**config.mk**
```make
export PLATFORM = sky130hd
export DESIGN_NAME = rtnh_front
export DESIGN_NICKNAME = d
export VERILOG_FILES = /design/src/rtl/rtnh_pkg.sv /design/src/rtl/rtnh_front.sv
export SDC_FILE = /design/constraint.sdc
export NUM_CORES = 1
export LEC_CHECK = 0
export ABC_AREA = 1
export BUFFER_PORTS_ARGS = -buffer_cell sky130_fd_sc_hd__clkbuf_2
export CAP_MARGIN = 30
export CELL_PAD_IN_SITES_DETAIL_PLACEMENT = 0
export CELL_PAD_IN_SITES_GLOBAL_PLACEMENT = 1
export CORE_MARGIN = 10
export CORE_UTILIZATION = 30
export DETAILED_ROUTE_END_ITERATION = 8
export PLACE_DENSITY_LB_ADDON = 0.1
export SETUP_SLACK_MARGIN = 0.02
export SYNTH_ARGS = -nofsm -noshare
export SYNTH_HDL_FRONTEND = slang
export SYNTH_SLANG_ARGS = --single-unit
```
**constraint.sdc**
```tcl
create_clock -name clock -period 30 [get_ports clock]
set_input_delay 1.5 -clock clock [delete_from_list [all_inputs] [get_ports clock]]
set_output_delay 1.5 -clock clock [all_outputs]
set_load 0.01 [all_outputs]
```
**src/rtl/rtnh_pkg.sv**
```systemverilog
package rtnh_pkg;

   localparam int FRAC_BITS = 16;
   localparam int TAG_BITS  = 16;
   localparam int CRD_W     = 32;
   localparam int SML_W     = CRD_W + 1;
   localparam int FX_W      = FRAC_BITS + 1;
   localparam int WIDE_W    = 104;
   localparam int NUM_OPS   = 24;
   localparam int OP_W      = 5;
   localparam int BIT_W     = 6;
   localparam int CNT_W     = 5;

   localparam logic [FX_W-1:0] ONE_FX = FX_W'(1) << FRAC_BITS;

   localparam int CSR_AW = 5;
   localparam logic [2:0] REG_ORG_X = 3'd0;
   localparam logic [2:0] REG_ORG_Y = 3'd1;
   localparam logic [2:0] REG_ORG_Z = 3'd2;
   localparam logic [2:0] REG_DIR_X = 3'd3;
   localparam logic [2:0] REG_DIR_Y = 3'd4;
   localparam logic [2:0] REG_DIR_Z = 3'd5;

   typedef logic signed [SML_W-1:0]  small_type;
   typedef logic signed [WIDE_W-1:0] wide_type;

   typedef struct packed {
      logic signed [CRD_W-1:0] v0_x;
      logic signed [CRD_W-1:0] v0_y;
      logic signed [CRD_W-1:0] v0_z;
      logic signed [CRD_W-1:0] v1_x;
      logic signed [CRD_W-1:0] v1_y;
      logic signed [CRD_W-1:0] v1_z;
      logic signed [CRD_W-1:0] v2_x;
      logic signed [CRD_W-1:0] v2_y;
      logic signed [CRD_W-1:0] v2_z;
      logic [TAG_BITS-1:0]     triangle_id;
      logic                    new_query;
   } req_type;

   typedef struct packed {
      logic                hit_now;
      logic                any_hit;
      logic [FX_W-1:0]     nearest_t;
      logic [FX_W-1:0]     nearest_u;
      logic [FX_W-1:0]     nearest_v;
      logic [TAG_BITS-1:0] nearest_triangle;
   } rsp_type;

   // One queued triangle: edges and origin offset, already relative to v0.
   typedef struct packed {
      small_type           e1x;
      small_type           e1y;
      small_type           e1z;
      small_type           e2x;
      small_type           e2y;
      small_type           e2z;
      small_type           tx;
      small_type           ty;
      small_type           tz;
      logic [TAG_BITS-1:0] tag;
      logic                new_query;
   } entry_type;

   typedef struct packed {
      small_type dx;
      small_type dy;
      small_type dz;
   } dir_type;

   // Operand selects for the multiply sequence.
   localparam logic [4:0] SEL_E1X = 5'd0;
   localparam logic [4:0] SEL_E1Y = 5'd1;
   localparam logic [4:0] SEL_E1Z = 5'd2;
   localparam logic [4:0] SEL_E2X = 5'd3;
   localparam logic [4:0] SEL_E2Y = 5'd4;
   localparam logic [4:0] SEL_E2Z = 5'd5;
   localparam logic [4:0] SEL_TX  = 5'd6;
   localparam logic [4:0] SEL_TY  = 5'd7;
   localparam logic [4:0] SEL_TZ  = 5'd8;
   localparam logic [4:0] SEL_DX  = 5'd9;
   localparam logic [4:0] SEL_DY  = 5'd10;
   localparam logic [4:0] SEL_DZ  = 5'd11;
   localparam logic [4:0] SEL_PX  = 5'd12;
   localparam logic [4:0] SEL_PY  = 5'd13;
   localparam logic [4:0] SEL_PZ  = 5'd14;
   localparam logic [4:0] SEL_QX  = 5'd15;
   localparam logic [4:0] SEL_QY  = 5'd16;
   localparam logic [4:0] SEL_QZ  = 5'd17;

   localparam logic [3:0] DST_PX  = 4'd0;
   localparam logic [3:0] DST_PY  = 4'd1;
   localparam logic [3:0] DST_PZ  = 4'd2;
   localparam logic [3:0] DST_QX  = 4'd3;
   localparam logic [3:0] DST_QY  = 4'd4;
   localparam logic [3:0] DST_QZ  = 4'd5;
   localparam logic [3:0] DST_DET = 4'd6;
   localparam logic [3:0] DST_UN  = 4'd7;
   localparam logic [3:0] DST_VN  = 4'd8;
   localparam logic [3:0] DST_TN  = 4'd9;

   typedef struct packed {
      logic [4:0] msel;
      logic [4:0] wsel;
      logic       neg;
      logic       first;
      logic       last;
      logic [3:0] dst;
   } op_type;

   // Multiply-accumulate program: cross products, determinant and numerators.
   function automatic op_type op_entry(input logic [OP_W-1:0] idx);
      op_type r;
      r = '0;
      unique case (idx)
         5'd0:  r = '{SEL_DY,  SEL_E2Z, 1'b0, 1'b1, 1'b0, DST_PX};
         5'd1:  r = '{SEL_DZ,  SEL_E2Y, 1'b1, 1'b0, 1'b1, DST_PX};
         5'd2:  r = '{SEL_DZ,  SEL_E2X, 1'b0, 1'b1, 1'b0, DST_PY};
         5'd3:  r = '{SEL_DX,  SEL_E2Z, 1'b1, 1'b0, 1'b1, DST_PY};
         5'd4:  r = '{SEL_DX,  SEL_E2Y, 1'b0, 1'b1, 1'b0, DST_PZ};
         5'd5:  r = '{SEL_DY,  SEL_E2X, 1'b1, 1'b0, 1'b1, DST_PZ};
         5'd6:  r = '{SEL_E1X, SEL_PX,  1'b0, 1'b1, 1'b0, DST_DET};
         5'd7:  r = '{SEL_E1Y, SEL_PY,  1'b0, 1'b0, 1'b0, DST_DET};
         5'd8:  r = '{SEL_E1Z, SEL_PZ,  1'b0, 1'b0, 1'b1, DST_DET};
         5'd9:  r = '{SEL_TY,  SEL_E1Z, 1'b0, 1'b1, 1'b0, DST_QX};
         5'd10: r = '{SEL_TZ,  SEL_E1Y, 1'b1, 1'b0, 1'b1, DST_QX};
         5'd11: r = '{SEL_TZ,  SEL_E1X, 1'b0, 1'b1, 1'b0, DST_QY};
         5'd12: r = '{SEL_TX,  SEL_E1Z, 1'b1, 1'b0, 1'b1, DST_QY};
         5'd13: r = '{SEL_TX,  SEL_E1Y, 1'b0, 1'b1, 1'b0, DST_QZ};
         5'd14: r = '{SEL_TY,  SEL_E1X, 1'b1, 1'b0, 1'b1, DST_QZ};
         5'd15: r = '{SEL_TX,  SEL_PX,  1'b0, 1'b1, 1'b0, DST_UN};
         5'd16: r = '{SEL_TY,  SEL_PY,  1'b0, 1'b0, 1'b0, DST_UN};
         5'd17: r = '{SEL_TZ,  SEL_PZ,  1'b0, 1'b0, 1'b1, DST_UN};
         5'd18: r = '{SEL_DX,  SEL_QX,  1'b0, 1'b1, 1'b0, DST_VN};
         5'd19: r = '{SEL_DY,  SEL_QY,  1'b0, 1'b0, 1'b0, DST_VN};
         5'd20: r = '{SEL_DZ,  SEL_QZ,  1'b0, 1'b0, 1'b1, DST_VN};
         5'd21: r = '{SEL_E2X, SEL_QX,  1'b0, 1'b1, 1'b0, DST_TN};
         5'd22: r = '{SEL_E2Y, SEL_QY,  1'b0, 1'b0, 1'b0, DST_TN};
         5'd23: r = '{SEL_E2Z, SEL_QZ,  1'b0, 1'b0, 1'b1, DST_TN};
         default: r = '0;
      endcase
      return r;
   endfunction

endpackage

```
**src/rtl/rtnh_front.sv**
```systemverilog
module rtnh_front (
   input  logic                clock,
   input  logic                reset,
   input  logic                req_valid,
   output logic                req_ready,
   input  rtnh_pkg::req_type   req_payload,
   input  logic [3*rtnh_pkg::CRD_W-1:0] origin,
   output logic                head_valid,
   output rtnh_pkg::entry_type head,
   input  logic                head_pop
);

   rtnh_pkg::entry_type q_ff [2];
   rtnh_pkg::entry_type q_in;
   logic                wr_ptr_ff, wr_ptr_in;
   logic                rd_ptr_ff, rd_ptr_in;
   logic [1:0]          cnt_ff, cnt_in;
   logic                push;

   function automatic rtnh_pkg::small_type sdiff(input logic signed [rtnh_pkg::CRD_W-1:0] a,
                                                input logic signed [rtnh_pkg::CRD_W-1:0] b);
      return rtnh_pkg::SML_W'(a) - rtnh_pkg::SML_W'(b);
   endfunction

   assign req_ready  = (cnt_ff != 2'd2);
   assign push       = req_valid && req_ready;
   assign head_valid = (cnt_ff != 2'd0);
   assign head       = q_ff[rd_ptr_ff];

   always_comb begin
      q_in.e1x = sdiff(req_payload.v1_x, req_payload.v0_x);
      q_in.e1y = sdiff(req_payload.v1_y, req_payload.v0_y);
      q_in.e1z = sdiff(req_payload.v1_z, req_payload.v0_z);
      q_in.e2x = sdiff(req_payload.v2_x, req_payload.v0_x);
      q_in.e2y = sdiff(req_payload.v2_y, req_payload.v0_y);
      q_in.e2z = sdiff(req_payload.v2_z, req_payload.v0_z);
      q_in.tx  = sdiff(origin[3*rtnh_pkg::CRD_W-1:2*rtnh_pkg::CRD_W], req_payload.v0_x);
      q_in.ty  = sdiff(origin[2*rtnh_pkg::CRD_W-1:rtnh_pkg::CRD_W], req_payload.v0_y);
      q_in.tz  = sdiff(origin[rtnh_pkg::CRD_W-1:0], req_payload.v0_z);
      q_in.tag = req_payload.triangle_id;
      q_in.new_query = req_payload.new_query;
   end

   always_comb begin
      wr_ptr_in = push ? ~wr_ptr_ff : wr_ptr_ff;
      rd_ptr_in = head_pop ? ~rd_ptr_ff : rd_ptr_ff;
      cnt_in    = cnt_ff + 2'(push) - 2'(head_pop);
   end

   always_ff @(posedge clock) begin
      if (reset) begin
         wr_ptr_ff <= 1'b0;
         rd_ptr_ff <= 1'b0;
         cnt_ff    <= 2'd0;
      end else begin
         wr_ptr_ff <= wr_ptr_in;
         rd_ptr_ff <= rd_ptr_in;
         cnt_ff    <= cnt_in;
      end
   end

   always_ff @(posedge clock) begin
      if (push) begin
         q_ff[wr_ptr_ff] <= q_in;
      end
   end

endmodule

```
==> results.yml, run 1 <==
status:
  status: "completed"
cells_and_area:
  final_common_cell: "nand2_1"
  final_cell_count_no_fill: 8714
  fin_util_pct: 35.99
  drive_gt1_share_pct: 18.69
  layout_common_cells: "2,235 x nand2_1, 1,244 x inv_1, 720 x clkbuf_2"
  syn_to_final_growth_pct: 19.02
  n_fill_cell: 16210
  layout.nets: 7317
setup_path:
  cp.depth: 4
  endpoint_kind: "output pin"
  crit_required_ns: 28.50
  cpMaxStageDelayCell: "dfxtp_4"
  worstSetupStartpointType: "register"
  critPathKind: "register to output pin"
  worst-r2r-cell-count: 7
  cp_data_arrival_time_ns: 3.40
  path_delay_family: "buffers and inverters"
  path_cells: "buf_4 > buf_4 > mux2_2 > clkbuf_2"
  crit_buf_inv: 3
  critPathMostFrequentCell: "buf_4"
  critPathMaxStageDelay_ns: 0.73
  crit_path_max_fanout: 50
drt:
  routedWlPerCell_um: 20.02
  drt_iter0_markers: 2430
  via_count: 38080
  dr.pass1.iters: 5
  wirelength_mm: 174.5
  ant_nets: 0
  drc: 0
  vias_per_cell: 4.370
cts:
  ctsRootBufferMaster: "clkbuf_16"
  cts_tree: "done"
  worstSkewPairLatency_ns: 0.69
  post-cts-setup-buffers: 0
  clkTransAtPathRegs_ns: 0.06
  ctsHoldBuffers: 0
  clk_path_buf_depth: 3
  cts_buffers: 80
  cts_resized: 0
  clock-sinks: 633
  htree_num_levels: 3
die:
  die_w_um: 408.8
  row_count: 142
  die_area_sq_mm: 0.1671
  core-area_sq_mm: 0.1500
  initial_utilization_pct: 30.24
  num_io_pins: 721
  fp.dieH_um: 408.8
logic_synthesis:
  async_reset_ff_share_pct: 0
  synth_edf_count: 628
  synthCells: 5837
  seq_area_frac_synth_pct: 41.81
  avgSynthCellArea_sq_um: 7.768
  ys_warn_count: 0
  ys_ff_latch: 633
  synth_ff_type: "edfxtp_1"
  synth_top_area_share_pct: 41.59
  yosys.area.top_type: "edfxtp_1"
  synthesis.nets: 6541
  syn_area_sq_mm: 0.04534
  synth_cell_types: 26
  yosys-top-cells-area: "edfxtp_1 42%, nand2_1 19%, inv_1 10%, ha_1 8.0%, mux2_2 7.8%"
timing:
  drv_slew: 0
  max_freq_mhz: 204.2
  period_needed_ns: 4.896
  tns_ns: 0
  timing.final.ws_setup_ns: 25.10
  worstMarginPinSlew_ns: 1.134
  finalHoldViolCount: 0
  rsz0062_at_grt: "false"
  finalSetupViolCount: 0
  slew_headroom_pct: 24.40
  fin_skew_ns: 0.02656
  fin_crit_sh_pct: 16.32
global_route:
  grt_max_degree: 134
  grt_usage_pct: 20.15
  grt_pass1_wl_mm: 250.0
  grt_pass1_vias: 37690
  antenna_found_initial: 49
  grt_overflow: 0
power:
  ir_drop_v: 0.00003481
  power_leakage_nw: 28.63
  power_density_mw_per_mm2: 55.39
  p_total_w: 0.002989
placed_design:
  place.gp.congestion: 0.8786
  placed_cells: 8547
  port_buffers: 720
  hpwl_mm: 148.8
  dp_slack_ns: 24.99
worst_hold_path:
  hold_path_depth: 2
  hold_class: "register to register"
flow_run:
  maxCapViolCount: 0
[path summary, 6_finish.rpt]
path                            endpoint  slack [ns]              startpoint
setup / recovery                head[85]       25.10                register
hold / removal    rd_ptr_ff$_SDFFE_PP0P_        0.54  rd_ptr_ff$_SDFFE_PP0P_
setup reg to reg   q_ff[1][15]$_DFFE_PP_       26.21    cnt_ff[0]$_SDFF_PP0_
hold reg to reg   rd_ptr_ff$_SDFFE_PP0P_        0.54  rd_ptr_ff$_SDFFE_PP0P_
[synth_stat cells, types with 10 or more instances]
cell type	instances
nand3_1	200
nand2_2	58
xnor2_1	20
nor2_1	376
edfxtp_1	628
nand2_1	2235
mux2_2	314
a21oi_1	182
inv_1	1244
xor2_1	117
and2_1	18
ha_1	290
nand4_1	36
nor3_1	19
buf_4	26
nand3_2	10
[worst reg2reg max path, cell delays in order (launching register included)]
cell,delay [ns]
dfxtp_1,0.33
inv_1,0.06
nand2_1,0.10
nand2_1,0.16
nor2_4,0.55
buf_4,0.55
buf_4,0.70
buf_4,0.90
[cell families after synthesis]
| logic type | Yosys count | synth area share, % |
|---|---|---|
| compound gates | 205 | 2.403 |
| buf+inv | 1285 | 10.98 |
| simple gates | 2964 | 25.97 |
| flops | 633 | 41.81 |
| mux | 314 | 7.798 |
| xor+xnor | 137 | 2.646 |
| fa+ha+maj | 299 | 8.400 |
[area by class of cell]
type	instances	area [sq um]	area share, %
diodes	22	55.05	0.1020
clock buffers	90	2061	3.818
clock inverters	55	535.5	0.9923
inverters	1244	4669	8.652
multi-input cells	3919	21420	39.69
flip-flops and latches	633	18960	35.13
well taps	2016	2522	4.674
repair buffers	735	3741	6.932
[power by group]
| part | internal (W) | leakage, nW | switching (W) |
|---|---|---|---|
| Clock | 0.000560 | 1.26 | 0.000400 |
| Combinational | 0.000291 | 21.5 | 0.000575 |
| Sequential | 0.00114 | 5.91 | 0.0000258 |
[flip-flops by register name (all words and copies together) (netlist names), named ones only]
name and count:
q_ff 628, cnt_ff 2, rd_ptr_ff 1, wr_ptr_ff 1
[per-stage QoR]
stage               cell area [sq um]  hold WS (ns)
finish                          53970        0.5363
global route                    53930        0.5747
CTS                             53910        0.5292
detailed placement              51320        0.5128
global placement                51320        0.5004
floorplan                       45340        0.4799
[routing by layer]
metal	vias to the layer above	global-route usage (%)	wire length [um]
li1	19760	-	-
met1	17140	27.08	80980
met2	926	31.55	76070
met3	224	4.979	12000
met4	36	6.598	5204
met5	-	0	228
(Power assumes the default switching activity.)
==> inputs of run 2 (changes only) <==
Settings changed: ABC_AREA 1 to 0.
Clock period 30 ns to 5.1 ns, I/O delays scaled along.
==> run 2 against run 1 <==
First-iteration DRC count down 46%. Register-to-register slack worse by 23 ns. Clock power rose to 5.8 times the previous value. Sequential share of layout area up 6.7 points. Area after synthesis down 19%. Non-clock buffer count up 18. Largest power group unchanged. Wire length down 27%. Clock skew down 0.0061 ns.
==> results.yml, run 2 <==
cts:
  worstSkewPairLatency_ns: 0.66
  clk_path_buf_depth: 3
  clkTransAtPathRegs_ns: 0.06
  clock-sinks: 633
  cts_resized: 0
  cts_tree: "done"
  cts_buffers: 79
  htree_num_levels: 3
  ctsRootBufferMaster: "clkbuf_16"
logic_synthesis:
  yosys.area.top_type: "edfxtp_1"
  yosysMostFrequentCell: "edfxtp_1"
  avgSynthCellArea_sq_um: 12.29
  ys_ff_latch: 633
  synth_ff_type: "edfxtp_1"
  seq_area_frac_synth_pct: 51.46
  ys_warn_count: 0
  synthCells: 2997
  async_reset_ff_share_pct: 0
  synth_cell_types: 76
  synth_edf_count: 628
  yosys-top-cells-area: "edfxtp_1 51%, ha_1 9.8%, mux2_2 9.6%, xnor2_1 4.0%, a21o_1 2.9%"
  synth_common_cells: "628 x edfxtp_1, 315 x mux2_2, 290 x ha_1, 209 x a21oi_1, 175 x inv_1"
  synthesis.nets: 3701
  syn_area_sq_mm: 0.03684
  synth_top_area_share_pct: 51.19
setup_path:
  path_delay_family: "compound AO/OA/AOI/OAI gates"
  crit_path_max_fanout: 4
  crit_required_ns: 5.48
  critPathMostFrequentCell: "o21ai_1"
  critPathKind: "primary input to register"
  crit_buf_inv: 2
  path_cells: "clkbuf_2 > inv_1 > ha_1 > fa_1 > nor2b_1 > o21ai_1 > a21boi_1 > o21ai_1 > o21a_1 > o21ai_1 > a311oi_1 > o21bai_1 > a2111oi_0 > a311o_1"
  cp_data_arrival_time_ns: 3.50
  cpMaxStageDelayCell: "o21bai_1"
  critPathMaxStageDelay_ns: 0.41
  worstSetupStartpointType: "primary input"
  endpoint_kind: "register"
cells_and_area:
  largest_reg_flops: 628
  layout.nets: 4479
  top_register: "q_ff"
  final_cell_count_no_fill: 5473
  layout_common_cells: "720 x clkbuf_2, 628 x edfxtp_1, 315 x mux2_2"
  fin_util_pct: 37.20
  syn_to_final_growth_pct: 23.05
  final_common_cell: "clkbuf_2"
  largestRegisters: "q_ff: 628 flops, cnt_ff: 2 flops"
  drive_gt1_share_pct: 31.25
timing:
  finalHoldViolCount: 0
  fin_crit_sh_pct: 61.14
  finalSetupViolCount: 0
  slew_headroom_pct: 36.97
  worstMarginPinSlew_ns: 0.9454
  rsz0062_at_grt: "false"
  fin_skew_ns: 0.02047
  drv_slew: 0
  period_needed_ns: 3.118
  timing.final.ws_setup_ns: 1.982
  max_freq_mhz: 320.7
  tns_ns: 0
global_route:
  grt_max_degree: 117
  grt_overflow: 0
  antenna_found_initial: 31
  grt_pass1_vias: 27270
  grt_usage_pct: 17.67
  grt_pass1_wl_mm: 181.3
drt:
  dr.pass1.iters: 5
  ant_nets: 0
  drt_iter0_markers: 1303
  wirelength_mm: 126.5
  routedWlPerCell_um: 23.12
  drc: 0
  via_count: 26530
  vias_per_cell: 4.847
die:
  initial_utilization_pct: 30.23
  die_w_um: 370.4
  fp.dieH_um: 370.4
  row_count: 128
  core-area_sq_mm: 0.1219
  die_area_sq_mm: 0.1372
  num_io_pins: 721
flow_run:
  maxCapViolCount: 0
power:
  netSwitchingPower_w: 0.005551
  power_density_mw_per_mm2: 394.2
  power_frac_seq_pct: 40.6
  netSwitchingFraction_pct: 31.06
  p_int_w: 0.01232
  ir_drop_v: 0.0002767
  clockPowerShare_pct: 31.3
  pwr-share-comb_pct: 28.1
  power_leakage_nw: 18.82
status:
  status: "completed"
placed_design:
  dp_slack_ns: 1.246
  port_buffers: 720
  placed_cells: 5298
  place.gp.congestion: 0.8223
  hpwl_mm: 100.3
worst_hold_path:
  hold_class: "primary input to register"
==> run 2: cell count changes after synthesis, moves of 45 or more <==
cell / previous run / this run
nand2_1: 2235 / 133
clkbuf_1: 0 / 55
a21o_1: 9 / 141
inv_1: 1244 / 175
o21a_1: 0 / 45
nand2_2: 58 / 0
xnor2_1: 20 / 169
nand3_1: 200 / 41
nor2_1: 376 / 135
o21ai_0: 0 / 106
==> run 2: metal layers <==
| layer | routed length, um | GRT usage, % | vias to the layer above |
|---|---|---|---|
| met5 | 238 | 0 | - |
| met4 | 3091 | 5.266 | 36 |
| met3 | 9917 | 6.357 | 168 |
| met2 | 60580 | 29.46 | 645 |
| met1 | 52680 | 21.22 | 12750 |
| li1 | - | - | 12930 |
==> run 2: logic make-up (layout without fill, tap and decap cells) <==
group | Yosys count | in the layout | share of synthesized area, %
compound gates | 730 | 730 | 13.05
flops | 633 | 633 | 51.46
simple gates | 538 | 538 | 7.210
mux | 315 | 315 | 9.628
fa+ha+maj | 299 | 299 | 10.34
xor+xnor | 251 | 251 | 5.967
buf+inv | 231 | 1074 | 2.353
other cells | 0 | 8 | 0
==> run 2: worst reg2reg max path, cell delays in order, from the launching register on <==
cell,delay [ns]
dfxtp_2,0.34
nand2b_4,0.15
and3_4,0.39
buf_4,0.74
==> run 2: power by group through the flow <==
stage	sequential [W]	clock (W)	combinational [W]
after detailed placement	0.00737	0	0.00512
after global routing	0.00734	0.00598	0.00553
final	0.00726	0.00559	0.00502
after global placement	0.00734	0	0.00514
after floorplan	0.00746	0	0.00301
after CTS	0.00727	0.00578	0.00516
==> run 2: layout make-up <==
class	instances	area, sq um
Clock buffer	94	2054
Antenna cell	8	20.02
Inverter	175	656.9
Multi-Input combinational cell	2133	17050
Fill cell	12160	76540
Timing Repair Buffer	753	4029
Sequential cell	633	18960
Clock inverter	52	524.3
Tap cell	1625	2033
==> run 2: metrics by stage <==
step / power, W / cell area (sq um) / hold slack (ns)
floorplan: 0.01046 / 36870 / 0.3192
global placement: 0.01248 / 42520 / 0.4429
detailed placement: 0.01249 / 42520 / 0.4491
CTS: 0.01822 / 45310 / 0.002469
global route: 0.01885 / 45330 / 0.03101
finish: 0.01787 / 45330 / 0.05129
==> run 2: worst paths after layout <==
path / start / to / slack [ns] / cells after the start
hold / removal: req_payload[273] / q_ff[1][281]$_DFFE_PP_ / 0.05 / 3
setup / recovery: req_payload[145] / q_ff[0][276]$_DFFE_PP_ / 1.98 / 14
hold reg to reg: rd_ptr_ff$_SDFFE_PP0P_ / rd_ptr_ff$_SDFFE_PP0P_ / 0.51 / 2
setup reg to reg: cnt_ff[0]$_SDFF_PP0_ / q_ff[1][295]$_DFFE_PP_ / 3.00 / 3
==> run 2: repair_timing <==
item,CTS,global route
hold endpoints to repair,39,0
endpoints found under the setup margin,0,0
hold buffers,21,0
setup buffers,0,0
